--- config.mk ---
export PLATFORM = sky130hd
export DESIGN_NAME = recursive_median_filter
export DESIGN_NICKNAME = d
export VERILOG_FILES = /design/src/rtl/rmf_pkg.sv /design/src/rtl/rmf_cmd_queue.sv /design/src/rtl/rmf_rsp_queue.sv /design/src/rtl/rmf_front.sv /design/src/rtl/rmf_back.sv /design/src/rtl/recursive_median_filter.sv
export SDC_FILE = /design/constraint.sdc
export NUM_CORES = 2
export LEC_CHECK = 0
export BUFFER_PORTS_ARGS = -buffer_cell sky130_fd_sc_hd__buf_2
export CORE_ASPECT_RATIO = 1.2
export CORE_MARGIN = 4
export CORE_UTILIZATION = 60
export DETAILED_ROUTE_END_ITERATION = 10
export PLACE_DENSITY = 0.76
export SLEW_MARGIN = 20
export SYNTH_ARGS = -nofsm -noshare
export SYNTH_HDL_FRONTEND = slang
export SYNTH_HIERARCHICAL = 1
export SYNTH_SLANG_ARGS = --single-unit
--- constraint.sdc ---
create_clock -name clock -period 44.2 [get_ports clock]
set_input_delay 4.42 -clock clock [delete_from_list [all_inputs] [get_ports clock]]
set_output_delay 4.42 -clock clock [all_outputs]
set_load 0.05 [all_outputs]
--- src/rtl/rmf_pkg.sv ---
// Package for the recursive median filter: sizes, sample type, command and
// result records shared by the front end, the queues and the back end.
// Depends on nothing.
`timescale 1ns / 1ps

package rmf_pkg;

   localparam int MAX_KERNEL   = 21;
   localparam int SAMPLE_WIDTH = 16;
   localparam int HALF_W       = 4;
   localparam int HALF_MAX     = (MAX_KERNEL - 1) / 2;
   localparam int HALF_RESET   = 5;

   localparam int STORE_DEPTH = MAX_KERNEL - 1;
   localparam int SORT_DEPTH  = MAX_KERNEL;
   localparam int FILL_W      = $clog2(STORE_DEPTH + 1);
   localparam int STORE_IDX_W = $clog2(STORE_DEPTH);
   localparam int SORT_IDX_W  = $clog2(SORT_DEPTH);
   localparam int SORT_CNT_W  = $clog2(SORT_DEPTH + 1);

   // Queue depth must be a power of two so the pointers wrap on their own.
   localparam int QUEUE_DEPTH = 2;
   localparam int QUEUE_PTR_W = $clog2(QUEUE_DEPTH);
   localparam int QUEUE_CNT_W = $clog2(QUEUE_DEPTH + 1);

   typedef logic signed [SAMPLE_WIDTH-1:0] sample_type;

   typedef enum logic [1:0] {
      OP_NONE   = 2'd0,
      OP_PASS   = 2'd1,
      OP_MEDIAN = 2'd2
   } op_type;

   typedef struct packed {
      sample_type          sample;
      op_type              op;
      logic [HALF_W-1:0]   half;
      logic [HALF_W-1:0]   flush;
      logic                block_end;
   } cmd_type;

   typedef struct packed {
      sample_type sample;
      logic       last;
   } rsp_type;

endpackage

--- src/rtl/rmf_cmd_queue.sv ---
// Two-entry command queue between the front end and the back end.
// Depends on rmf_pkg.
`timescale 1ns / 1ps

module rmf_cmd_queue (
   input  logic             clock,
   input  logic             reset,
   input  logic             push,
   input  rmf_pkg::cmd_type push_data,
   output logic             full,
   input  logic             pop,
   output rmf_pkg::cmd_type head,
   output logic             empty
);
   import rmf_pkg::*;

   cmd_type                mem_ff [QUEUE_DEPTH];
   logic [QUEUE_PTR_W-1:0] wr_ptr_ff, wr_ptr_in;
   logic [QUEUE_PTR_W-1:0] rd_ptr_ff, rd_ptr_in;
   logic [QUEUE_CNT_W-1:0] count_ff, count_in;
   logic                   push_ok, pop_ok;

   assign full    = (count_ff == QUEUE_CNT_W'(QUEUE_DEPTH));
   assign empty   = (count_ff == '0);
   assign head    = mem_ff[rd_ptr_ff];
   assign push_ok = push && !full;
   assign pop_ok  = pop && !empty;

   always_comb begin
      wr_ptr_in = push_ok ? wr_ptr_ff + 1'b1 : wr_ptr_ff;
      rd_ptr_in = pop_ok ? rd_ptr_ff + 1'b1 : rd_ptr_ff;
      count_in  = count_ff;
      if (push_ok && !pop_ok) begin
         count_in = count_ff + 1'b1;
      end else if (pop_ok && !push_ok) begin
         count_in = count_ff - 1'b1;
      end
   end

   always_ff @(posedge clock) begin
      if (reset) begin
         wr_ptr_ff <= '0;
         rd_ptr_ff <= '0;
         count_ff  <= '0;
      end else begin
         wr_ptr_ff <= wr_ptr_in;
         rd_ptr_ff <= rd_ptr_in;
         count_ff  <= count_in;
      end
   end

   always_ff @(posedge clock) begin
      if (push_ok) begin
         mem_ff[wr_ptr_ff] <= push_data;
      end
   end

endmodule

--- src/rtl/rmf_rsp_queue.sv ---
// Two-entry result queue that drives the result ports.
// Depends on rmf_pkg.
`timescale 1ns / 1ps

module rmf_rsp_queue (
   input  logic             clock,
   input  logic             reset,
   input  logic             push,
   input  rmf_pkg::rsp_type push_data,
   output logic             full,
   input  logic             pop,
   output rmf_pkg::rsp_type head,
   output logic             empty
);
   import rmf_pkg::*;

   rsp_type                mem_ff [QUEUE_DEPTH];
   logic [QUEUE_PTR_W-1:0] wr_ptr_ff, wr_ptr_in;
   logic [QUEUE_PTR_W-1:0] rd_ptr_ff, rd_ptr_in;
   logic [QUEUE_CNT_W-1:0] count_ff, count_in;
   logic                   push_ok, pop_ok;

   assign full    = (count_ff == QUEUE_CNT_W'(QUEUE_DEPTH));
   assign empty   = (count_ff == '0);
   assign head    = mem_ff[rd_ptr_ff];
   assign push_ok = push && !full;
   assign pop_ok  = pop && !empty;

   always_comb begin
      wr_ptr_in = push_ok ? wr_ptr_ff + 1'b1 : wr_ptr_ff;
      rd_ptr_in = pop_ok ? rd_ptr_ff + 1'b1 : rd_ptr_ff;
      count_in  = count_ff;
      if (push_ok && !pop_ok) begin
         count_in = count_ff + 1'b1;
      end else if (pop_ok && !push_ok) begin
         count_in = count_ff - 1'b1;
      end
   end

   always_ff @(posedge clock) begin
      if (reset) begin
         wr_ptr_ff <= '0;
         rd_ptr_ff <= '0;
         count_ff  <= '0;
      end else begin
         wr_ptr_ff <= wr_ptr_in;
         rd_ptr_ff <= rd_ptr_in;
         count_ff  <= count_in;
      end
   end

   always_ff @(posedge clock) begin
      if (push_ok) begin
         mem_ff[wr_ptr_ff] <= push_data;
      end
   end

endmodule

--- src/rtl/rmf_front.sv ---
// Front end: holds the half-width register and the block fill count, and
// turns each request into a command for the back end.
// Depends on rmf_pkg.
`timescale 1ns / 1ps

module rmf_front (
   input  logic                         clock,
   input  logic                         reset,
   input  logic                         req_push,
   input  rmf_pkg::sample_type          req_sample_in,
   input  logic                         req_block_end,
   output logic                         req_full,
   input  logic                         csr_valid,
   output logic                         csr_ready,
   input  logic [rmf_pkg::HALF_W-1:0]   csr_half_width,
   output logic                         cmd_push,
   output rmf_pkg::cmd_type             cmd_data,
   input  logic                         cmd_full
);
   import rmf_pkg::*;

   logic [HALF_W-1:0] half_width_ff, half_width_in;
   logic [FILL_W-1:0] fill_ff, fill_in;
   logic [HALF_W-1:0] half;
   logic [FILL_W-1:0] fill_next;
   logic              accept;

   assign csr_ready = 1'b1;
   assign req_full  = cmd_full;
   assign accept    = req_push && !cmd_full;
   assign cmd_push  = accept;

   // Out-of-range settings are clamped into the supported kernel sizes.
   always_comb begin
      if (half_width_ff == '0) begin
         half = HALF_W'(1);
      end else if (half_width_ff > HALF_W'(HALF_MAX)) begin
         half = HALF_W'(HALF_MAX);
      end else begin
         half = half_width_ff;
      end
   end

   always_comb begin
      half_width_in = (csr_valid && csr_ready) ? csr_half_width : half_width_ff;

      fill_next = (fill_ff < FILL_W'(STORE_DEPTH)) ? fill_ff + 1'b1 : fill_ff;

      cmd_data.sample    = req_sample_in;
      cmd_data.half      = half;
      cmd_data.block_end = req_block_end;
      if (fill_ff < FILL_W'(half)) begin
         cmd_data.op = OP_NONE;
      end else if (fill_ff < FILL_W'({half, 1'b0})) begin
         cmd_data.op = OP_PASS;
      end else begin
         cmd_data.op = OP_MEDIAN;
      end
      // Positions still owed when the block ends, counted after this sample.
      cmd_data.flush = (fill_next < FILL_W'(half)) ? HALF_W'(fill_next) : half;

      fill_in = fill_ff;
      if (accept) begin
         fill_in = req_block_end ? '0 : fill_next;
      end
   end

   always_ff @(posedge clock) begin
      if (reset) begin
         half_width_ff <= HALF_W'(HALF_RESET);
         fill_ff       <= '0;
      end else begin
         half_width_ff <= half_width_in;
         fill_ff       <= fill_in;
      end
   end

endmodule

--- src/rtl/rmf_back.sv ---
// Back end: sample line, insertion sorter and the sequencer that emits the
// median, pass-through and end-of-block flush results.
// Depends on rmf_pkg.
`timescale 1ns / 1ps

module rmf_back (
   input  logic             clock,
   input  logic             reset,
   input  rmf_pkg::cmd_type cmd_head,
   input  logic             cmd_empty,
   output logic             cmd_pop,
   output logic             rsp_push,
   output rmf_pkg::rsp_type rsp_data,
   input  logic             rsp_full
);
   import rmf_pkg::*;

   typedef enum logic [3:0] {
      ST_IDLE   = 4'b0001,
      ST_SORT   = 4'b0010,
      ST_UPDATE = 4'b0100,
      ST_FLUSH  = 4'b1000
   } state_type;

   state_type              state_ff, state_in;
   cmd_type                cmd_ff, cmd_in;
   sample_type             store_ff [STORE_DEPTH];
   sample_type             store_in [STORE_DEPTH];
   sample_type             sorted_ff [SORT_DEPTH];
   sample_type             sorted_in [SORT_DEPTH];
   logic [SORT_CNT_W-1:0]  sort_cnt_ff, sort_cnt_in;
   logic [HALF_W-1:0]      flush_ff, flush_in;

   logic [STORE_IDX_W-1:0] rd_idx;
   sample_type             rd_data;
   sample_type             ins_data;
   sample_type             med;
   sample_type             result;
   logic [SORT_CNT_W-1:0]  sort_len;
   logic [SORT_DEPTH-1:0]  gt;

   // One read port on the sample line, steered by the sequencer state.
   always_comb begin
      unique case (state_ff)
         ST_SORT: begin
            rd_idx = (sort_cnt_ff == '0) ? '0 : STORE_IDX_W'(sort_cnt_ff - 1'b1);
         end
         ST_UPDATE: begin
            rd_idx = STORE_IDX_W'(cmd_ff.half - HALF_W'(1));
         end
         ST_FLUSH: begin
            rd_idx = STORE_IDX_W'(flush_ff - HALF_W'(1));
         end
         default: begin
            rd_idx = '0;
         end
      endcase
   end

   assign rd_data  = store_ff[rd_idx];
   assign med      = sorted_ff[SORT_IDX_W'(cmd_ff.half)];
   assign result   = (cmd_ff.op == OP_MEDIAN) ? med : rd_data;
   assign sort_len = SORT_CNT_W'({cmd_ff.half, 1'b0}) + 1'b1;
   assign ins_data = (sort_cnt_ff == '0) ? cmd_ff.sample : rd_data;

   // The sorted list is ascending; slots not yet filled act as plus infinity,
   // so the new value lands in front of the first larger entry.
   always_comb begin
      for (int i = 0; i < SORT_DEPTH; i++) begin
         gt[i] = (SORT_CNT_W'(i) >= sort_cnt_ff) || (sorted_ff[i] > ins_data);
      end
   end

   always_comb begin
      state_in    = state_ff;
      cmd_in      = cmd_ff;
      store_in    = store_ff;
      sorted_in   = sorted_ff;
      sort_cnt_in = sort_cnt_ff;
      flush_in    = flush_ff;
      cmd_pop     = 1'b0;
      rsp_push    = 1'b0;
      rsp_data.sample = result;
      rsp_data.last   = 1'b0;

      unique case (state_ff)
         ST_IDLE: begin
            if (!cmd_empty) begin
               cmd_pop     = 1'b1;
               cmd_in      = cmd_head;
               sort_cnt_in = '0;
               state_in    = (cmd_head.op == OP_MEDIAN) ? ST_SORT : ST_UPDATE;
            end
         end
         ST_SORT: begin
            if (sort_cnt_ff == sort_len) begin
               state_in = ST_UPDATE;
            end else begin
               sorted_in[0] = gt[0] ? ins_data : sorted_ff[0];
               for (int i = 1; i < SORT_DEPTH; i++) begin
                  sorted_in[i] = gt[i-1] ? sorted_ff[i-1] :
                                 (gt[i] ? ins_data : sorted_ff[i]);
               end
               sort_cnt_in = sort_cnt_ff + 1'b1;
            end
         end
         ST_UPDATE: begin
            if ((cmd_ff.op == OP_NONE) || !rsp_full) begin
               rsp_push = (cmd_ff.op != OP_NONE);
               // The filtered value replaces its position, then the line shifts.
               store_in[0] = cmd_ff.sample;
               for (int a = 1; a < STORE_DEPTH; a++) begin
                  store_in[a] = (STORE_IDX_W'(a) == STORE_IDX_W'(cmd_ff.half)) ?
                                result : store_ff[a-1];
               end
               if (cmd_ff.block_end) begin
                  flush_in = cmd_ff.flush;
                  state_in = ST_FLUSH;
               end else begin
                  state_in = ST_IDLE;
               end
            end
         end
         ST_FLUSH: begin
            rsp_data.sample = rd_data;
            rsp_data.last   = (flush_ff == HALF_W'(1));
            if (!rsp_full) begin
               rsp_push = 1'b1;
               flush_in = flush_ff - 1'b1;
               if (flush_ff == HALF_W'(1)) begin
                  state_in = ST_IDLE;
               end
            end
         end
         default: begin
            state_in = ST_IDLE;
         end
      endcase
   end

   always_ff @(posedge clock) begin
      if (reset) begin
         state_ff    <= ST_IDLE;
         sort_cnt_ff <= '0;
         flush_ff    <= '0;
      end else begin
         state_ff    <= state_in;
         sort_cnt_ff <= sort_cnt_in;
         flush_ff    <= flush_in;
      end
   end

   always_ff @(posedge clock) begin
      cmd_ff    <= cmd_in;
      store_ff  <= store_in;
      sorted_ff <= sorted_in;
   end

endmodule

--- src/rtl/recursive_median_filter.sv ---
// Top level of the recursive median filter: front end, command queue,
// back end and result queue. Depends on rmf_pkg and the rmf_* modules.
//
//   channel   direction  handshake              payload
//   req_      in         push / full            sample_in, block_end
//   rsp_      out        pop / empty            sample_out, last_out
//   csr_      in         valid / ready          half_width
//
// A request that produces a median goes from idle through the insertion
// sorter, which takes in the window entries one by one, to the update state;
// other requests skip the sorter, and a block end adds the flush results.
// Reset is synchronous and clears the fill count, the queues and the sequencer.
// The two-entry queues let requests and results stall independently.
`timescale 1ns / 1ps

module recursive_median_filter (
   input  logic                       clock,
   input  logic                       reset,
   input  logic                       req_push,
   input  rmf_pkg::sample_type        req_sample_in,
   input  logic                       req_block_end,
   output logic                       req_full,
   input  logic                       rsp_pop,
   output rmf_pkg::sample_type        rsp_sample_out,
   output logic                       rsp_last_out,
   output logic                       rsp_empty,
   input  logic                       csr_valid,
   output logic                       csr_ready,
   input  logic [rmf_pkg::HALF_W-1:0] csr_half_width
);
   import rmf_pkg::*;

   cmd_type cmd_wr_data;
   cmd_type cmd_head;
   logic    cmd_push, cmd_full, cmd_pop, cmd_empty;
   rsp_type rsp_wr_data;
   rsp_type rsp_head;
   logic    rsp_push, rsp_full;

   rmf_front u_front (
      .clock          (clock),
      .reset          (reset),
      .req_push       (req_push),
      .req_sample_in  (req_sample_in),
      .req_block_end  (req_block_end),
      .req_full       (req_full),
      .csr_valid      (csr_valid),
      .csr_ready      (csr_ready),
      .csr_half_width (csr_half_width),
      .cmd_push       (cmd_push),
      .cmd_data       (cmd_wr_data),
      .cmd_full       (cmd_full)
   );

   rmf_cmd_queue u_cmd_queue (
      .clock     (clock),
      .reset     (reset),
      .push      (cmd_push),
      .push_data (cmd_wr_data),
      .full      (cmd_full),
      .pop       (cmd_pop),
      .head      (cmd_head),
      .empty     (cmd_empty)
   );

   rmf_back u_back (
      .clock     (clock),
      .reset     (reset),
      .cmd_head  (cmd_head),
      .cmd_empty (cmd_empty),
      .cmd_pop   (cmd_pop),
      .rsp_push  (rsp_push),
      .rsp_data  (rsp_wr_data),
      .rsp_full  (rsp_full)
   );

   rmf_rsp_queue u_rsp_queue (
      .clock     (clock),
      .reset     (reset),
      .push      (rsp_push),
      .push_data (rsp_wr_data),
      .full      (rsp_full),
      .pop       (rsp_pop),
      .head      (rsp_head),
      .empty     (rsp_empty)
   );

   assign rsp_sample_out = rsp_head.sample;
   assign rsp_last_out   = rsp_head.last;

endmodule

# After elaboration in Yosys (flattened, before gate mapping)
# Memories as Yosys holds them, arrays and structs flattened. A register that Yosys moved wholly into a read port is not among the register bits.
# Index checks and enable logic that the tools add are counted.
[word_totals]
output_inout_bits = 20
inputBits = 26
mem_count = 2
ram_bits = 88
register_bits = 713
wordCells = 359
[op_classes]
n_addsub = 15
n_reduce_logical = 95
eq_ne = 32
n_mux = 105
bitwise = 4
n_lt_le_gt_ge = 49
[mem_list]
columns = ["name", "words", "width", "read_ports", "rd_clocked_by_memory_dff", "wr", "line_no", "source"]
rows = [
  ["u_cmd_queue.mem_ff", 2, 27, 1, 1, 1, "rmf_cmd_queue.sv:17", "cmd_type mem_ff [QUEUE_DEPTH];"],
  ["u_rsp_queue.mem_ff", 2, 17, 1, 1, 1, "rmf_rsp_queue.sv:17", "rsp_type mem_ff [QUEUE_DEPTH];"],
]
[ops]
columns = ["op", "n"]
rows = [
  ["two-way mux 16 bit", 61],
  ["greater-than comparator 16 bit", 21],
  ["binary-select mux 16 bit (select 5 bit)", 2],
  ["AND reduction 3 bit", 22],
  ["nonzero test 2 bit", 25],
  ["two-way mux 4 bit", 12],
  ["greater-or-equal comparator 4 x 5 -> 1 bit (first input constant)", 8],
  ["== test 4 bit (first input constant)", 8],
  ["greater-or-equal comparator 5 bit (first input constant)", 5],
  ["two-way mux 5 bit", 5],
  ["logical OR 1 bit", 22],
  ["greater-or-equal comparator 3 x 5 -> 1 bit (first input constant)", 4],
  ["two-way mux 17 bit", 1],
  ["== test 3 x 4 -> 1 bit (first input constant)", 4],
  ["one-hot mux 4 bit (4 select lines)", 1],
  ["adder 5 x 1 -> 5 bit (second input constant)", 3],
  ["one-hot mux 5 bit (3 select lines)", 1],
  ["greater-or-equal comparator 6 bit (second input constant)", 2],
  ["two-way mux 1 bit", 12],
  ["two-way mux 2 bit", 6],
  ["greater-or-equal comparator 1 x 5 -> 1 bit (first input constant)", 2],
  ["greater-or-equal comparator 2 x 5 -> 1 bit (first input constant)", 2],
  ["< comparator 5 x 4 -> 1 bit", 2],
  ["one-hot mux 5 bit (2 select lines)", 1],
  ["other kinds (33)", 68],
]

# Logic depth before layout (Yosys ltp)
[logic_depth]
word_depth = 12
ltp_mapped = 28
depth_no_buf = 19

# Hierarchy
# Netlist, hierarchy kept.
[modules_own_cells]
columns = ["mod", "instances", "area_each_um2", "seq_area_each_um2", "cells_each"]
rows = [
  ["rmf_back", 1, 36232.2, 18367.6, 2876],
  ["rmf_cmd_queue", 1, 2163.3, 1721.7, 109],
  ["rmf_rsp_queue", 1, 1442.6, 1121.1, 78],
  ["rmf_front", 1, 863.3, 180.2, 102],
]

# Least setup slack after synthesis
# OpenSTA, ideal clock, no wires.
[synth_timing]
kind = "reg-to-reg"
start = "reg u_back.state_ff[0]"
end = "reg u_back/store_ff[0] (netlist bit) (enable)"
path_stages_with_launch = 4
synth_period_minus_slack_ns = 17.260
path_slack_ns = 26.940
t_required_ns = 43.092
t_arrival_ns = 16.153
setup_ns = 1.108
path_cell_list = "dfxtp_1 nor2_1 nand3b_1 a21oi_1"
[synth_via]
elab_chain_cells = 2
[synth_lines]
columns = ["element", "line_no", "source"]
rows = [
  ["start, declared", "rmf_back.sv:25", "state_type state_ff, state_in;"],
  ["start signal, assigned", "rmf_back.sv:147", "state_ff <= state_in;"],
  ["== test 4 x 3 -> 1 bit", "rmf_back.sv:86", "unique case (state_ff)"],
  ["AND reduction 2 bit (no source line)", "-", ""],
  ["end signal, assigned", "rmf_back.sv:155", "store_ff <= store_in;"],
  ["end, declared", "rmf_back.sv:27", "sample_type store_ff [STORE_DEPTH];"],
]
# No other way between the ends.
# A chain may end at the register's enable or synchronous reset.

# Worst setup path in the final report
[layout_timing]
start = "reg u_back.sort_cnt_ff[0]"
end = "reg u_back/sorted_ff[174] (netlist bit) (enable)"
[layout_via]
elab_chain_cells = 12
[layout_lines]
columns = ["element", "line_no", "source"]
rows = [
  ["start, declared", "rmf_back.sv:31", "logic [SORT_CNT_W-1:0] sort_cnt_ff, sort_cnt_in;"],
  ["start signal, assigned", "rmf_back.sv:148", "sort_cnt_ff <= sort_cnt_in;"],
  ["subtractor 5 x 1 -> 5 bit or zero test 5 bit (tied branches)", "rmf_back.sv:46, rmf_back.sv:64", ""],
  ["two-way mux 5 bit", "rmf_back.sv:46", "rd_idx = (sort_cnt_ff == '0) ? '0 : STORE_IDX_W'(sort_cnt_ff - 1'b1);"],
  ["one-hot mux 5 bit (3 select lines)", "rmf_back.sv:44", "unique case (state_ff)"],
  ["NOT 5 -> 6 bit (implied by the code)", "rmf_back.sv:60", "assign rd_data = store_ff[rd_idx];"],
  ["binary-select mux 16 bit (select 5 bit)", "rmf_back.sv:60", ""],
  ["two-way mux 16 bit (implied by the code) (2 in series)", "rmf_back.sv:60", ""],
  ["two-way mux 16 bit", "rmf_back.sv:64", "assign ins_data = (sort_cnt_ff == '0) ? cmd_ff.sample : rd_data;"],
  ["greater-than comparator 16 bit", "rmf_back.sv:70", "gt[i] = (SORT_CNT_W'(i) >= sort_cnt_ff) || (sorted_ff[i] > ins_data);"],
  ["logical OR 1 bit", "rmf_back.sv:70", ""],
  ["nonzero test 2 bit (no source line)", "-", ""],
  ["AND reduction 3 bit (no source line) *", "-", ""],
  ["end signal, assigned", "rmf_back.sv:156", "sorted_ff <= sorted_in;"],
  ["end, declared", "rmf_back.sv:29", "sample_type sorted_ff [SORT_DEPTH];"],
]
# Mark *: on every way between the ends. The rest lies on a longest branch, timed or not. The select of a mux whose other input is x is not followed.

==> key figures <==
Placement
  • Routability Congestion: 0.958
  • Worst slack, placed: 35,730 ps
  • Detail Placement HPWL: 83,900 um
  • PortBufs: 44

Synthesis
  • Post-synth EDFFs: 691
  • Post-Syn Instances: 3,165
  • Most frequent cells after synthesis: edfxtp_1, ha_1, mux2_2
  • Most common cell in the synthesized netlist: edfxtp_1
  • Area contributors post-synth: edfxtp_1, ha_1, mux2_2
  • Mean Syn Cell Area: 12.9 sq um
  • Ys Warns: 6
  • Synth Cell Area: 40,700 sq um
  • Count of different cell masters after synthesis: 92
  • Top-area cell type share of the netlist area: 51.0%
  • Seq cells post-synth: 723
  • Share of flip-flops with an asynchronous set or reset: 0%
  • Sequential area share after synthesis: 52.6%
  • Prevailing post-synth register cell: edfxtp_1
  • Dominant cell type by area after synthesis: edfxtp_1
  • Post-Syn Nets: 3,470

Clock tree
  • Clock Tree Buf Depth: 3
  • CTS Buf Count: 76
  • CTS clock-pin slew for the worst setup and hold paths: 60 ps
  • Post-CTS Setup Inserts: 0
  • Root Driver: clkbuf_16
  • Hold buffers post-CTS: 0
  • H-tree depth reported by CTS: 3
  • Post-CTS Resized: 0
  • TritonCTS clock tree: yes
  • Clock sink total: 723
  • Clk_lat worst skew: 640 ps

Floorplanning
  • Die area: 72,100 sq um
  • CORE AREA: 67,100 sq um
  • Die H: 293 um
  • # rows: 104
  • Ports: 46
  • Initial core utilization: 60.6%
  • Die Wd: 246 um

Global route
  • Initial antenna violation count: 4
  • Vias in the first global route: 28.5k
  • Largest net degree at the start of global routing: 93
  • Gr ovfl total: 0
  • Total global-route track usage: 32.8%
  • First-pass GRT wire length: 179,000 um

Setup path
  • Cell Chain, Critical Path: inv_1 > ha_1 > nor4b_4 > nor3_1 > or2_4 > buf_4 > o21ai_0 > a32oi_1 > nand3_1 > mux2_2 > inv_1 > ha_1 > a21oi_1 > o21ai_0 > o2111ai_1 > a21oi_1 > or4_1 > a221oi_2 > buf_4 > a21oi_1 > buf_4
  • Critical-path cell with the highest stage delay: dfxtp_1
  • Type of element capturing the critical path: flip-flop
  • Delay-heaviest family, CP: buffers and inverters
  • Critical path class: reg2reg
  • Worst Path Required: 44,600 ps
  • CP bufs+invs: 5
  • Largest fanout on the critical path: 63
  • CP arrival: 8970 ps
  • CP max stage delay: 810 ps
  • Worst setup SP type: flip-flop

Timing
  • Final setup fails: 0
  • Final Cycle Share: 19.4%
  • Hold Vio Cnt, Final: 0
  • Setup Skew: 37.0 ps
  • Slew Limit Fails: 0
  • FMAX: 0.117 GHz
  • Final min period: 8570 ps
  • Setup ws final: 35,630 ps
  • Setup TNS: 0 ps
  • Unrepaired setup endpoints after global routing: no
  • Worst Max-Slew Pin Slew: 1170 ps
  • Relative slew slack: 22.3%

Detailed routing
  • Routed WL: 119,000 um
  • Met3 routed WL: 11,700 um
  • DR WL/cell: 28.9 um
  • Post-DR vias/cell: 6.95
  • Met2 WL post-DR: 56,900 um
  • Initial drt markers: 3,655
  • ANT nets after route: 0
  • Top sig layer: met5
  • Via count: 28.6k
  • DR pass1 iterations: 6
  • WL met1: 43,200 um
  • Residual DRC count: 0

Power and ir drop
  • Leak: 16.0 nW
  • VDD IR max: 0.0371 mV
  • Power per cell area: 54.0 nW/um^2

Final layout
  • Multi-input logic area: 18,200 sq um
  • # fillers: 4,842
  • Layout cells sized above 1: 21.6%
  • Final #Nets: 3,460
  • Synth-to-Final Area Change: 8.93%
  • Seq. cell area: 21,400 sq um

Job
  • Maxcap violations: 0

Run status
  • Status: finished, final reports clean

Hold path
  • Hold crit path type: reg2reg
## path summary, 6_finish.rpt
path / from / to / slack (ps) / depth (start not counted)
setup reg to reg: u_back/sort_cnt_ff[0]$_SDFFE_PP0P_ / u_back/sorted_ff[174]$_DFFE_PP_ / 35630 / 21
hold / removal: u_back/store_ff[20]$_DFFE_PP_ / u_back/store_ff[4]$_DFFE_PP_ / 450 / 0
hold reg to reg: u_back/store_ff[20]$_DFFE_PP_ / u_back/store_ff[4]$_DFFE_PP_ / 450 / 0
setup / recovery: u_back/sort_cnt_ff[0]$_SDFFE_PP0P_ / u_back/sorted_ff[174]$_DFFE_PP_ / 35630 / 21
## metal layers
layer	vias up	track usage [%]
met5	-	0
met1	14306	41.9
li1	12233	-
met3	393	7.03
met4	2	17.0
met2	1689	53.3
## placed cells by master, fill, tap and decap left out, types with 11 or more instances in the layout
cell / instances
a21o_1: 33
mux2i_1: 35
a22o_1: 11
and2_1: 13
nor2b_1: 39
buf_4: 69
a22oi_1: 31
mux2_2: 261
a211oi_1: 32
nor4_1: 11
nand2_1: 226
buf_2: 44
clkbuf_16: 79
o211ai_1: 11
nand4_1: 48
mux2i_2: 12
mux4_2: 128
clkbuf_1: 15
a21oi_1: 230
o21a_1: 19
dfxtp_1: 32
a211o_1: 15
edfxtp_1: 691
and3_1: 24
clkinv_1: 14
nor3_1: 29
clkinv_2: 12
o21ai_0: 186
ha_1: 279
nand3_1: 45
a31oi_1: 14
nor2_1: 225
nand2b_1: 15
inv_1: 68
## registers in the layout (all words and copies together) (netlist names), 2 cells and up, named ones only
name	count
u_cmd_queue/mem_ff	54
u_front/fill_ff	5
u_back/state_ff	4
u_rsp_queue/mem_ff	34
u_back/cmd_ff	27
u_back/sorted_ff	256
u_cmd_queue/count_ff	2
u_rsp_queue/count_ff	2
u_front/half_width_ff	4
u_back/sort_cnt_ff	5
u_back/store_ff	320
u_back/flush_ff	4
## where the power goes
group / leakage (nW) / internal (mW) / switching (mW)
clock network: 1.25 / 0.385 / 0.278
logic: 8.25 / 0.275 / 0.543
registers: 6.53 / 0.862 / 0.0510
total: 16.0 / 1.52 / 0.872
## layout make-up
cell class,count,share of cell area [%]
multi-input cells,2163,41.0
clock inverters,42,1.18
well taps,901,2.54
repair buffers,115,1.72
inverters,76,0.643
clock buffers,95,4.62
flip-flops and latches,723,48.2
diodes,2,0.0113
## cells by family (layout without fill, tap and decap cells)
logic type               count (synthesis)  count (layout)  synth area share (%)
multiplexers                           460             460                  16.6
XOR/XNOR                                20              20                 0.430
adder cells (fa/ha/maj)                280             280                  8.60
flip-flops                             723             723                  52.6
AND/OR/NAND/NOR                        733             733                  8.62
buffers and inverters                  279             328                  3.11
AO/OA/AOI/OAI                          669             669                  10.1
other                                    1               3               0.00921
## through the flow
step	std cells	utilization (%)	power (mW)	instance area [sq um]	hold WS, ps
finish	4117	66.0	2.39	44300	452
global route	4115	66.0	2.49	44300	464
CTS	4114	66.0	2.38	44300	449
detailed placement	3977	62.2	1.72	41700	434
global placement	3977	62.1	1.69	41700	421
floorplan	3165	-	1.45	40700	417
Power figures use the tool's default switching activity.
